`config.mk`:
```
export PLATFORM = sky130hd
export DESIGN_NAME = gnss_binary_log_framer
export DESIGN_NICKNAME = d
export VERILOG_FILES = /design/src/rtl/core/gbl_pkg.sv /design/src/rtl/core/gbl_ctrl.sv /design/src/rtl/core/gbl_dpath.sv /design/src/rtl/core/gnss_binary_log_framer.sv
export VERILOG_INCLUDE_DIRS = /design/src /design/src/rtl/core
export SDC_FILE = /design/constraint.sdc
export NUM_CORES = 2
export LEC_CHECK = 0
export BUFFER_PORTS_ARGS = -buffer_cell sky130_fd_sc_hd__buf_2
export CORE_ASPECT_RATIO = 0.6
export CORE_MARGIN = 2
export CORE_UTILIZATION = 35
export CTS_CLUSTER_SIZE = 20
export DETAILED_ROUTE_END_ITERATION = 10
export HOLD_SLACK_MARGIN = 0.02
export PLACE_DENSITY_LB_ADDON = 0.2
export SLEW_MARGIN = 20
export SYNTH_ARGS = -nofsm -noshare
export SYNTH_HDL_FRONTEND = slang
export SYNTH_SLANG_ARGS = --single-unit
```
`constraint.sdc`:
```
create_clock -name clk -period 7.63 [get_ports clk]
set_input_delay 1.526 -clock clk [delete_from_list [all_inputs] [get_ports clk]]
set_output_delay 1.526 -clock clk [all_outputs]
set_load 0.1 [all_outputs]
```
`src/rtl/core/gnss_binary_log_framer_assert.svh`:
```
// ----------------------------------------------------------------------------
// gnss_binary_log_framer_assert.svh
// Assertion macros shared by the framer RTL.
// ----------------------------------------------------------------------------
`ifndef GNSS_BINARY_LOG_FRAMER_ASSERT_SVH
`define GNSS_BINARY_LOG_FRAMER_ASSERT_SVH

// Same-cycle implication, disabled while reset is asserted.
`define GBL_ASSERT_IMP(label, clk_i, rst_ni, ante, cons) \
	label: assert property (@(posedge clk_i) disable iff (!rst_ni) (ante) |-> (cons)) \
		else $error("framer assertion failed");

// Next-cycle implication, disabled while reset is asserted.
`define GBL_ASSERT_NEXT(label, clk_i, rst_ni, ante, cons) \
	label: assert property (@(posedge clk_i) disable iff (!rst_ni) (ante) |=> (cons)) \
		else $error("framer assertion failed");

`endif

```
`src/rtl/core/gbl_pkg.sv`:
```
// ----------------------------------------------------------------------------
// gbl_pkg
// Types, constants and payload layout tables of the binary log framer.
// ----------------------------------------------------------------------------
package gbl_pkg;

	localparam int REM_W = 9;
	localparam int WK_W  = 5;
	localparam int BK_W  = 3;

	localparam logic [7:0]  SYNC_BYTE = 8'hAA;
	localparam logic [7:0]  HDR_BYTE1 = 8'h44;
	localparam logic [7:0]  HDR_BYTE2 = 8'h13;
	localparam logic [7:0]  HEAD_TAIL = 8'd12;
	localparam logic [15:0] ID_NAV    = 16'd508;
	localparam logic [15:0] ID_IMU    = 16'd325;
	localparam logic [15:0] ID_COV    = 16'd320;
	localparam logic [15:0] ID_WHEEL  = 16'd622;

	localparam logic [63:0] SUM_MAX = 64'h7FFF_FFFF_FFFF_FFFF;
	localparam logic [63:0] SUM_MIN = 64'h8000_0000_0000_0000;

	typedef enum logic [1:0] {
		CLS_NAV   = 2'd0,
		CLS_IMU   = 2'd1,
		CLS_COV   = 2'd2,
		CLS_WHEEL = 2'd3
	} msg_class_t;

	// controller -> datapath
	typedef struct packed {
		logic sync_start;
		logic store;
		logic clear_sums;
		logic begin_decode;
		logic rd_issue;
		logic add;
		logic emit;
	} gbl_cmd_t;

	// datapath -> controller
	typedef struct packed {
		logic is_sync;
		logic rem_one;
		logic hdr_ok;
		logic id_known;
		logic len_ok;
		logic is_imu;
		logic byte_last;
		logic word_last;
		logic out_free;
	} gbl_stat_t;

	// frame byte offset of word k
	function automatic logic [7:0] word_offset(input msg_class_t cls, input logic [WK_W-1:0] k);
		logic [7:0] off;
		off = 8'd0;
		unique case (cls) inside
			CLS_NAV, CLS_COV: off = 8'd24 + {k, 3'b000};
			CLS_IMU: begin
				unique case (k)
					5'd0:    off = 8'd36;
					5'd1:    off = 8'd32;
					default: off = 8'd28;
				endcase
			end
			default: begin
				unique case (k)
					5'd0:    off = 8'd12;
					5'd1:    off = 8'd14;
					5'd2:    off = 8'd16;
					default: off = 8'd28;
				endcase
			end
		endcase
		return off;
	endfunction

	// bytes in word k
	function automatic logic [3:0] word_nbytes(input msg_class_t cls, input logic [WK_W-1:0] k);
		logic [3:0] n;
		n = 4'd8;
		unique case (cls) inside
			CLS_NAV, CLS_COV: n = 4'd8;
			CLS_IMU:          n = 4'd4;
			default:          n = (k < 5'd2) ? 4'd2 : 4'd4;
		endcase
		return n;
	endfunction

	function automatic logic [WK_W-1:0] word_count(input msg_class_t cls);
		logic [WK_W-1:0] n;
		n = 5'd9;
		unique case (cls)
			CLS_NAV: n = 5'd9;
			CLS_IMU: n = 5'd3;
			CLS_COV: n = 5'd27;
			default: n = 5'd4;
		endcase
		return n;
	endfunction

	function automatic logic [8:0] min_len(input msg_class_t cls);
		logic [8:0] n;
		n = 9'd96;
		unique case (cls)
			CLS_NAV: n = 9'd96;
			CLS_IMU: n = 9'd40;
			CLS_COV: n = 9'd240;
			default: n = 9'd32;
		endcase
		return n;
	endfunction

endpackage

```
`src/rtl/core/gbl_ctrl.sv`:
```
// ----------------------------------------------------------------------------
// gbl_ctrl
// Framing and decode sequencer: hunts sync, walks header and body, then
// steps the datapath through reading, accumulating and emitting words.
// ----------------------------------------------------------------------------
module gbl_ctrl
	import gbl_pkg::*;
(
	input  logic      clk,
	input  logic      arst_n,
	input  logic      byte_valid,
	output logic      byte_stall,
	input  logic      kind,
	input  gbl_stat_t stat,
	output gbl_cmd_t  cmd
);

	typedef enum logic [2:0] {
		ST_HUNT,
		ST_HEAD,
		ST_BODY,
		ST_CHECK,
		ST_READ,
		ST_DRAIN,
		ST_ADD,
		ST_EMIT
	} state_t;

	state_t state_q;
	logic   accepting;
	logic   take_byte;

	assign accepting  = (state_q == ST_HUNT) || (state_q == ST_HEAD) || (state_q == ST_BODY);
	assign byte_stall = !accepting;
	assign take_byte  = byte_valid && accepting && !kind;

	always_comb begin
		cmd = '0;
		cmd.clear_sums = byte_valid && accepting && kind;
		unique case (state_q) inside
			ST_HUNT:          cmd.sync_start = take_byte && stat.is_sync;
			ST_HEAD, ST_BODY: cmd.store = take_byte;
			ST_CHECK:         cmd.begin_decode = stat.id_known && stat.len_ok;
			ST_READ:          cmd.rd_issue = 1'b1;
			ST_ADD:           cmd.add = 1'b1;
			ST_EMIT:          cmd.emit = stat.out_free;
			default:          ;
		endcase
	end

	always_ff @(posedge clk or negedge arst_n) begin
		if (!arst_n) begin
			state_q <= ST_HUNT;
		end else begin
			unique case (state_q)
				ST_HUNT: begin
					if (take_byte && stat.is_sync)
						state_q <= ST_HEAD;
				end
				ST_HEAD: begin
					if (take_byte && stat.rem_one)
						state_q <= stat.hdr_ok ? ST_BODY : ST_HUNT;
				end
				ST_BODY: begin
					if (take_byte && stat.rem_one)
						state_q <= ST_CHECK;
				end
				ST_CHECK: begin
					state_q <= (stat.id_known && stat.len_ok) ? ST_READ : ST_HUNT;
				end
				ST_READ: begin
					if (stat.byte_last)
						state_q <= ST_DRAIN;
				end
				ST_DRAIN: begin
					state_q <= stat.is_imu ? ST_ADD : ST_EMIT;
				end
				ST_ADD: begin
					state_q <= ST_EMIT;
				end
				ST_EMIT: begin
					if (stat.out_free)
						state_q <= stat.word_last ? ST_HUNT : ST_READ;
				end
				default: state_q <= ST_HUNT;
			endcase
		end
	end

endmodule

```
`src/rtl/core/gbl_dpath.sv`:
```
// ----------------------------------------------------------------------------
// gbl_dpath
// Frame store, header latches, word assembler, saturating sums and the
// output register of the binary log framer.
// ----------------------------------------------------------------------------
module gbl_dpath
	import gbl_pkg::*;
#(
	parameter int FRAME_DEPTH = 512
) (
	input  logic        clk,
	input  logic        arst_n,
	input  logic [7:0]  data_byte,
	input  gbl_cmd_t    cmd,
	output gbl_stat_t   stat,
	output logic        word_valid,
	input  logic        word_stall,
	output logic [1:0]  message_class,
	output logic [4:0]  word_index,
	output logic [63:0] word_value,
	output logic        last_word
);

	localparam int AW = $clog2(FRAME_DEPTH);

	logic [7:0]       mem [FRAME_DEPTH];

	logic [REM_W-1:0] rem_q;
	logic [AW-1:0]    wpos_q;
	logic [7:0]       b1_q, b2_q, id_lo_q, id_hi_q;
	msg_class_t       cls_q;
	logic [WK_W-1:0]  wk_q;
	logic [BK_W-1:0]  bk_q;
	logic [7:0]       rd_data_s1;
	logic [BK_W-1:0]  rd_pos_s1;
	logic             rd_val_s1;
	logic [63:0]      acc_q;
	logic [63:0]      sum_q [3];
	logic             out_valid_q;
	logic [1:0]       out_cls_q;
	logic [4:0]       out_idx_q;
	logic [63:0]      out_val_q;
	logic             out_last_q;

	logic             wr_en;
	logic [AW-1:0]    wr_addr;
	logic [AW-1:0]    rd_addr;
	logic [15:0]      msg_id;
	msg_class_t       id_class;
	logic             id_known;
	logic [63:0]      add_s, add_v, add_r, add_new;
	logic             add_ovf;

	assign wr_en   = cmd.sync_start || cmd.store;
	assign wr_addr = cmd.sync_start ? '0 : wpos_q;
	assign rd_addr = AW'(word_offset(cls_q, wk_q)) + AW'(bk_q);

	// frame store: one write and one registered read a cycle
	always_ff @(posedge clk) begin
		if (wr_en)
			mem[wr_addr] <= data_byte;
		if (cmd.rd_issue)
			rd_data_s1 <= mem[rd_addr];
		rd_pos_s1 <= bk_q;
	end

	assign msg_id = {id_hi_q, id_lo_q};

	always_comb begin
		id_known = 1'b1;
		id_class = CLS_NAV;
		if (msg_id == ID_NAV)
			id_class = CLS_NAV;
		else if (msg_id == ID_IMU)
			id_class = CLS_IMU;
		else if (msg_id == ID_COV)
			id_class = CLS_COV;
		else if (msg_id == ID_WHEEL)
			id_class = CLS_WHEEL;
		else
			id_known = 1'b0;
	end

	// saturating accumulate of one raw acceleration
	always_comb begin
		add_s = sum_q[wk_q[1:0]];
		add_v = {{32{acc_q[31]}}, acc_q[31:0]};
		if (wk_q == 5'd1)
			add_v = -add_v;
		add_r   = add_s + add_v;
		add_ovf = (add_s[63] == add_v[63]) && (add_r[63] != add_s[63]);
		add_new = add_ovf ? (add_s[63] ? SUM_MIN : SUM_MAX) : add_r;
	end

	always_ff @(posedge clk) begin
		if (cmd.store) begin
			if (wpos_q == AW'(1))
				b1_q <= data_byte;
			else if (wpos_q == AW'(2))
				b2_q <= data_byte;
			else if (wpos_q == AW'(4))
				id_lo_q <= data_byte;
			else if (wpos_q == AW'(5))
				id_hi_q <= data_byte;
		end
		if (cmd.begin_decode)
			cls_q <= id_class;
		if (rd_val_s1)
			acc_q[{rd_pos_s1, 3'b000} +: 8] <= rd_data_s1;
		else if (cmd.rd_issue && (bk_q == '0))
			acc_q <= '0;
		if (cmd.emit) begin
			out_cls_q  <= cls_q;
			out_idx_q  <= wk_q;
			out_val_q  <= (cls_q == CLS_IMU) ? sum_q[wk_q[1:0]] : acc_q;
			out_last_q <= stat.word_last;
		end
	end

	always_ff @(posedge clk or negedge arst_n) begin
		if (!arst_n) begin
			rem_q       <= '0;
			wpos_q      <= '0;
			wk_q        <= '0;
			bk_q        <= '0;
			rd_val_s1   <= 1'b0;
			sum_q[0]    <= '0;
			sum_q[1]    <= '0;
			sum_q[2]    <= '0;
			out_valid_q <= 1'b0;
		end else begin
			rd_val_s1 <= cmd.rd_issue;
			if (cmd.sync_start) begin
				wpos_q <= AW'(1);
				rem_q  <= REM_W'(3);
			end else if (cmd.store) begin
				wpos_q <= wpos_q + AW'(1);
				if (wpos_q == AW'(3))
					rem_q <= REM_W'(HEAD_TAIL) + REM_W'(data_byte);
				else
					rem_q <= rem_q - REM_W'(1);
			end
			if (cmd.clear_sums) begin
				sum_q[0] <= '0;
				sum_q[1] <= '0;
				sum_q[2] <= '0;
			end else if (cmd.add) begin
				sum_q[wk_q[1:0]] <= add_new;
			end
			if (cmd.begin_decode) begin
				wk_q <= '0;
				bk_q <= '0;
			end else if (cmd.rd_issue) begin
				bk_q <= bk_q + BK_W'(1);
			end else if (cmd.emit) begin
				wk_q <= wk_q + WK_W'(1);
				bk_q <= '0;
			end
			if (cmd.emit)
				out_valid_q <= 1'b1;
			else if (!word_stall)
				out_valid_q <= 1'b0;
		end
	end

	always_comb begin
		stat.is_sync   = (data_byte == SYNC_BYTE);
		stat.rem_one   = (rem_q == REM_W'(1));
		stat.hdr_ok    = (b1_q == HDR_BYTE1) && (b2_q == HDR_BYTE2);
		stat.id_known  = id_known;
		stat.len_ok    = (wpos_q >= AW'(min_len(id_class)));
		stat.is_imu    = (cls_q == CLS_IMU);
		stat.byte_last = ((4'(bk_q) + 4'd1) == word_nbytes(cls_q, wk_q));
		stat.word_last = (wk_q == (word_count(cls_q) - WK_W'(1)));
		stat.out_free  = !out_valid_q || !word_stall;
	end

	assign word_valid    = out_valid_q;
	assign message_class = out_cls_q;
	assign word_index    = out_idx_q;
	assign word_value    = out_val_q;
	assign last_word     = out_last_q;

endmodule

```
`src/rtl/core/gnss_binary_log_framer.sv`:
```
// ----------------------------------------------------------------------------
// gnss_binary_log_framer
// Byte-serial framer and decoder for short binary navigation log frames.
// ----------------------------------------------------------------------------
// Each beat on the byte channel carries either a received byte (kind 0) or a
// request to clear the three acceleration sums (kind 1). A byte beat is taken
// without a stall while framing. When the final byte of a frame lands, the byte
// channel stalls while the frame is decoded from the byte-wide frame store:
// the message ID and length are checked, then for every word its bytes
// (2, 4 or 8) are read one by one through the store's single read port,
// the last read is drained, for an IMU word its sum is updated, and the
// word is loaded into the output register once it is free. The frame store
// has no reset and needs no clearing pass; only bytes of the current frame
// are read. The word channel has its own output register, so a waiting
// word does not block byte beats once decoding is done.
// ----------------------------------------------------------------------------
`include "gnss_binary_log_framer_assert.svh"

module gnss_binary_log_framer
	import gbl_pkg::*;
#(
	parameter int FRAME_DEPTH = 512
) (
	input  logic        clk,
	input  logic        arst_n,
	input  logic        byte_valid,
	output logic        byte_stall,
	input  logic        kind,
	input  logic [7:0]  data_byte,
	output logic        word_valid,
	input  logic        word_stall,
	output logic [1:0]  message_class,
	output logic [4:0]  word_index,
	output logic [63:0] word_value,
	output logic        last_word
);

	gbl_cmd_t  cmd;
	gbl_stat_t stat;

	// sequencer: owns the frame phase and steps the datapath
	gbl_ctrl u_ctrl (
		.clk        (clk),
		.arst_n     (arst_n),
		.byte_valid (byte_valid),
		.byte_stall (byte_stall),
		.kind       (kind),
		.stat       (stat),
		.cmd        (cmd)
	);

	// store, assembler, sums and output register
	gbl_dpath #(
		.FRAME_DEPTH (FRAME_DEPTH)
	) u_dpath (
		.clk           (clk),
		.arst_n        (arst_n),
		.data_byte     (data_byte),
		.cmd           (cmd),
		.stat          (stat),
		.word_valid    (word_valid),
		.word_stall    (word_stall),
		.message_class (message_class),
		.word_index    (word_index),
		.word_value    (word_value),
		.last_word     (last_word)
	);

	// decode activity only ever happens with the byte channel held off
	`GBL_ASSERT_IMP(a_decode_holds_input, clk, arst_n, cmd.rd_issue || cmd.add || cmd.emit, byte_stall)
	// loading the final word hands the link straight back to sync hunting
	`GBL_ASSERT_NEXT(a_last_word_resumes, clk, arst_n, cmd.emit && stat.word_last, !byte_stall)
	// a navigation frame ends on its ninth word
	`GBL_ASSERT_IMP(a_nav_last_index, clk, arst_n, word_valid && last_word && (message_class == CLS_NAV), word_index == 5'd8)
	// IMU frames carry three sums only
	`GBL_ASSERT_IMP(a_imu_index, clk, arst_n, word_valid && (message_class == CLS_IMU), word_index <= 5'd2)

endmodule

```
[Word level (Yosys, flattened, before mapping)]
Memories as Yosys holds them, arrays and structs flattened. A register that Yosys moved wholly into a read port is not among the register bits.
Cells that the tools add are included.
Storage, ports and cells
  register bits after elaboration: 396
  memory bits (writable): 4096
  bits of input ports: 13
  word-level logic and storage cells: 179
  memories: 1
Operators by class
  add/sub/neg operators: 12
  order comparisons: 4
  eq/ne operators: 37
  shift-type cells: 2
  muxes and demuxes: 62
  bitwise logic cells: 4
  reductions and logical operators: 36
Memories
  u_dpath.mem: words 512, width 8, rd ports 1, clocked after memory_dff 1, wr ports 1, line gbl_dpath.sv:26  | logic [7:0] mem [FRAME_DEPTH];
Operators by type and width (number)
  $mux W64: 9
  $mux W192: 2
  $bwmux W192: 1
  $bmux W64 S2: 1
  $demux W64 S2: 1
  $add A64 B64 Y64: 1
  $bwmux W64: 1
  $neg A64 Y64: 1
  $shift A8 B8 Y64 const A: 1
  $shiftx A8 B8 Y64: 1
  $mux W9: 6
  $eq A16 B9 Y1 const B: 3
  $mux W3: 11
  $pmux W5 S3: 2
  $pmux W3 S8: 1
  $pmux W8 S3: 1
  $eq A9 B1 Y1 const B: 2
  $eq A9 B2 Y1 const B: 2
  $eq A9 B3 Y1 const B: 2
  $eq A16 B10 Y1 const B: 1
  $pmux W8 S2: 1
  $mux W1: 15
  $mux W5: 3
  $eq A3 B3 Y1 const B: 4
  47 further kinds: 84

[Logic depth before layout (Yosys ltp)]
  word-level depth: 12
  depth in mapped cells: 24
  depth with buffers taken out: 21

[By module]
Synthesis repeated with hierarchy kept, for this count alone.
Second synthesis, totals
  cell total of the unflattened synthesis: 7860
  area total of the unflattened synthesis: 131083.2 um2
By module, submodules not included
  gbl_dpath: instances 1, cells an instance 7822, area each 130777.9 um2
  gbl_ctrl: instances 1, cells an instance 38, area each 305.3 um2

[Worst setup path before layout]
OpenSTA, ideal clock, no wires.
  path kind: register to register
  from: register u_dpath.acc_q[6]
  to: register u_dpath.sum_q[122] (netlist name)
  data arrival time: 5.688 ns
  slack: 1.816 ns
  cell stages (with the launch flop): 24
  cell sequence: edfxtp_1 > or4_1 > nor3_1 > nand3_1 > nor4_2 > nand2_1 > or3_1 > clkbuf_1 > buf_2 > ha_1 > o21ai_0 > ha_1 > buf_2 > nand2_1 > o21ai_0 > o31ai_1 > a31oi_1 > o21ai_1 > o41ai_4 > a31oi_2 > or4_1 > and3_1 > xnor2_2 > a221o_1
Between the ends
  cells in the longest elaborated chain, start to end: 9
Ends and longest elaborated chain
  from (decl): line gbl_dpath.sv:37  | logic [63:0] acc_q;
  from (signal, indexed assignment): line gbl_dpath.sv:109  | acc_q[{rd_pos_s1, 3'b000} +: 8] <= rd_data_s1;
  $neg A64 Y64: line gbl_dpath.sv:89  | add_v = -add_v;
  $mux W64 (*): line gbl_dpath.sv:88  | if (wk_q == 5'd1)
  $add A64 B64 Y64: line gbl_dpath.sv:90  | add_r = add_s + add_v;
  $ne A1 B1 Y1: line gbl_dpath.sv:91  | add_ovf = (add_s[63] == add_v[63]) && (add_r[63] != add_s[63]);
  $logic_and A1 B1 Y1: line gbl_dpath.sv:91
  $mux W64 (*): line gbl_dpath.sv:92  | add_new = add_ovf ? (add_s[63] ? SUM_MIN : SUM_MAX) : add_r;
  $bwmux W192 (*): line gbl_dpath.sv:148  | sum_q[wk_q[1:0]] <= add_new;
  $mux W192 (*): line gbl_dpath.sv:147  | end else if (cmd.add) begin
  $mux W192 (*): line gbl_dpath.sv:143  | if (cmd.clear_sums) begin
  to (signal, indexed assignment): line gbl_dpath.sv:148
  to (decl): line gbl_dpath.sv:38  | logic [63:0] sum_q [3];
Every way passes the cells marked *; elsewhere a longest branch is shown, timed or not. The select of a mux whose other input is x is not followed.
A chain may end at the register's enable or synchronous reset.

[Worst setup path in the final report]
  from: register u_dpath.acc_q[6]
  to: register u_dpath.sum_q[89] (netlist name)
Same word-level chain as after synthesis.

==> out/results.txt <==
# port buffers -> 86
CTS Sinks -> 3492
Die Area -> 0.418 mm²
Core area -> 0.410 mm²
Crit path required time -> 8450 ps
First-pass GRT wire length -> 644 mm
Finished Core Util -> 0.397
Critical path's top delay family -> simple AND/OR/NAND/NOR gates
Vias in the first global route -> 80300
Fin Hold WS -> 480 ps
I/O Pins -> 87
Routed via count -> 83400
CTS buffer count -> 329
Initial core utilization -> 0.352
Post-Syn Instances -> 8460
Setup bufs post-CTS -> 0
Proportion of layout cells with a drive suffix above 1 -> 0.199
Row count -> 182
Post-Syn Area -> 0.144 mm²
Worst R2R Start -> u_dpath.acc_q[6]$_SDFFCE_PN0P_
VDD IR max -> 0.173 mV
Worst Path Max Fanout -> 15
Area share of the largest cell type after synthesis -> 0.679
Clock root buffer -> clkbuf_16
Status -> finished, final reports clean
CP dominant cell by count -> nand3_1
Worst path buffer plus inverter count -> 2
Clk_skew -> 71.9 ps
Worst min path class -> flip-flop to flip-flop
GP Congestion -> 0.920
Die Ht -> 502 µm
Setup slack, reg-to-reg -> 570 ps
Reg clk slew, reported paths -> 60 ps
Layout area overhead -> 12.9%
Max incr delay on CP -> 820 ps
CP Cell Sequence -> or4_1 > nor3_1 > nand3_1 > or4_1 > inv_1 > nand2_1 > o31ai_1 > xnor2_1 > ha_1 > and3_1 > and4_1 > nand3_1 > nor2_1 > nand3_1 > a2111oi_1 > o21ai_1 > nand3_2 > and3_2 > buf_4 > nor2_1 > o21ai_0
Pre-Repair DR Iteration Count -> 6
Dpl hpwl -> 295 mm
H-tree levels -> 5
ANT nets after route -> 0
DRC errors left -> 0
Hold Path Depth -> 2
Power per cell area -> 237 mW/mm²
Antenna violations before repair -> 46
NumNets Final -> 8705
Worst Hold End -> u_dpath.sum_q[75]$_DFFE_PN0P_
Largest net degree at the start of global routing -> 169
Final hold vios -> 0
Max Clk Rate -> 142 MHz
CTS tree -> done
Max-slew violations -> 0
Seq/Total Area, Yosys -> 0.718
Worst slew margin -> 0.183
Dpl cell area -> 0.153 mm²
Hold-fix buffers at CTS -> 0
Critical Path Start Type -> flip-flop
Pre-CTS setup slack -> 860 ps
Synth area leader -> edfxtp_1
Post_cts resized -> 0
Syn Area/Cell -> 17.1 µm²
Post-DR wirelength/cell -> 32.2 µm
Top post-synthesis cells by count -> edfxtp_1 (3266), nand2_1 (896), mux4_2 (756)
Die Wd -> 833 µm
Data arrival time of the worst path -> 7880 ps
Most numerous cell in the Yosys netlist -> edfxtp_1
Worst R2R End -> u_dpath.sum_q[89]$_DFFE_PN0P_
Synth Register Bits -> 3492
Routed WL -> 463 mm
Post-synth EDFFs -> 3266
Total Routing Usage GR -> 0.216
Critical path class -> flip-flop to flip-flop
Worst setup margin -> 573 ps
Drt via density -> 5.80
Syn_nets -> 8568
Top post-synthesis cells by area -> edfxtp_1 (68%), mux4_2 (12%), dfrtp_1 (3.9%)
Ys async rst share -> 0.0639
Clock latency on the worst-skew pair -> 940 ps
TNS Setup -> 0 ps
Yosys warning count -> 0
Post-synth cell types -> 94
Least-Margin Pin Slew -> 1220 ps
Finished Cell Area -> 0.163 mm²
Congestion Overflow GR -> 0
First DRT Iteration DRCs -> 13100
Element type at the critical path end -> flip-flop
Minimum clock period after layout -> 7060 ps
Slowest stage cell, crit path -> a2111oi_1
RSZ-0062 raised after global routing -> no
R2r worst-path depth -> 21
Setup Viol. Count Final -> 0
Max-cap viol count -> 0
Leak -> 51.3 nW
Hold wc startpoint -> u_dpath.sum_q[75]$_DFFE_PN0P_
CTS Buffer Depth -> 4
Period utilization -> 0.925
Top FF cell, synth -> edfxtp_1
## layout make-up
cell class              count  area [µm²]
fillers                 37100      247000
inverters                  56         211
clock buffers             401        8750
multi-input cells        4371       38700
clock inverters           180        1710
repair buffers            347        3010
flip-flops and latches   3492      104000
diodes                      3        7.51
well taps                5520        6910
## registers in the layout, indices dropped and copies added, names as in the netlist, 5 cells and up
| name | flops |
|---|---|
| u_dpath.mem | 3088 |
| u_dpath.sum_q | 192 |
| u_dpath.acc_q | 64 |
| u_dpath.word_value | 64 |
| u_dpath.rem_q | 9 |
| u_dpath.wpos_q | 9 |
| u_dpath.b1_q | 8 |
| u_dpath.b2_q | 8 |
| u_dpath.id_hi_q | 8 |
| u_dpath.id_lo_q | 8 |
| u_dpath.rd_data_s1 | 8 |
| u_dpath.wk_q | 5 |
| u_dpath.word_index | 5 |
## placed cells by master, fill, tap and decap left out, types with 159 or more instances in the layout
cell	n
dfrtp_1	220
buf_4	216
o21ai_0	305
mux4_2	756
edfxtp_1	3266
nand3_1	159
nor2_1	664
nand2_1	882
clkbuf_16	339
mux2i_1	250
## worst reg2reg max path: cells and delay by family (launching register included)
kind | cells | cell delay, ps
AND/OR/NAND/NOR | 13 | 4010
adder cells (fa/ha/maj) | 1 | 380
AO/OA/AOI/OAI | 4 | 1560
XOR/XNOR | 1 | 120
buffers and inverters | 2 | 450
flip-flops | 1 | 460
## cells by family (layout without fill, tap and decap cells)
family          Yosys count  after routing  synth area share
compound gates         1004           1004            0.0459
xor+xnor                114            114           0.00712
fa+ha+maj                96             96           0.00840
buf+inv                 597            984            0.0185
flops                  3492           3492             0.718
mux                    1079           1079             0.141
other cells               0              3                 0
simple gates           2078           2078            0.0615
## worst max-delay path by stage
| stage | from | to | slack (ps) | cells past startpoint |
|---|---|---|---|---|
| after floorplan | u_dpath.acc_q[6]$_SDFFCE_PN0P_ | u_dpath.sum_q[122]$_DFFE_PN0P_ | 1820 | 23 |
| after global placement | u_dpath.wk_q[1]$_DFFE_PN0P_ | u_dpath.rd_data_s1[7]$_DFFE_PP_ | 790 | 14 |
| after global routing | u_dpath.acc_q[6]$_SDFFCE_PN0P_ | u_dpath.sum_q[89]$_DFFE_PN0P_ | 250 | 21 |
| final | u_dpath.acc_q[6]$_SDFFCE_PN0P_ | u_dpath.sum_q[89]$_DFFE_PN0P_ | 570 | 21 |
| after CTS | u_dpath.acc_q[6]$_SDFFCE_PN0P_ | u_dpath.sum_q[89]$_DFFE_PN0P_ | 830 | 21 |
| after detailed placement | u_dpath.acc_q[6]$_SDFFCE_PN0P_ | u_dpath.sum_q[8]$_DFFE_PN0P_ | 860 | 21 |
## through the flow
step	power (mW)	cells
CTS	38.8	14400
global route	39.6	14400
global placement	22.3	13800
detailed placement	22.4	13800
floorplan	21.7	8460
finish	38.6	14400
## power by group
group	switching (mW)	internal, mW	total (mW)
Combinational	0.779	0.143	0.922
Clock	7.42	9.22	16.6
Sequential	0.0800	21.0	21.1
## layer usage
| metal | track usage | vias up | routed length [µm] |
|---|---|---|---|
| met4 | 0.0421 | 12 | 9400 |
| met1 | 0.355 | 44600 | 218000 |
| li1 | - | 33700 | - |
| met2 | 0.287 | 4536 | 184000 |
| met3 | 0.0529 | 563 | 51700 |
| met5 | 0 | - | 83 |
No activity file was read; power rests on OpenSTA's default activity.
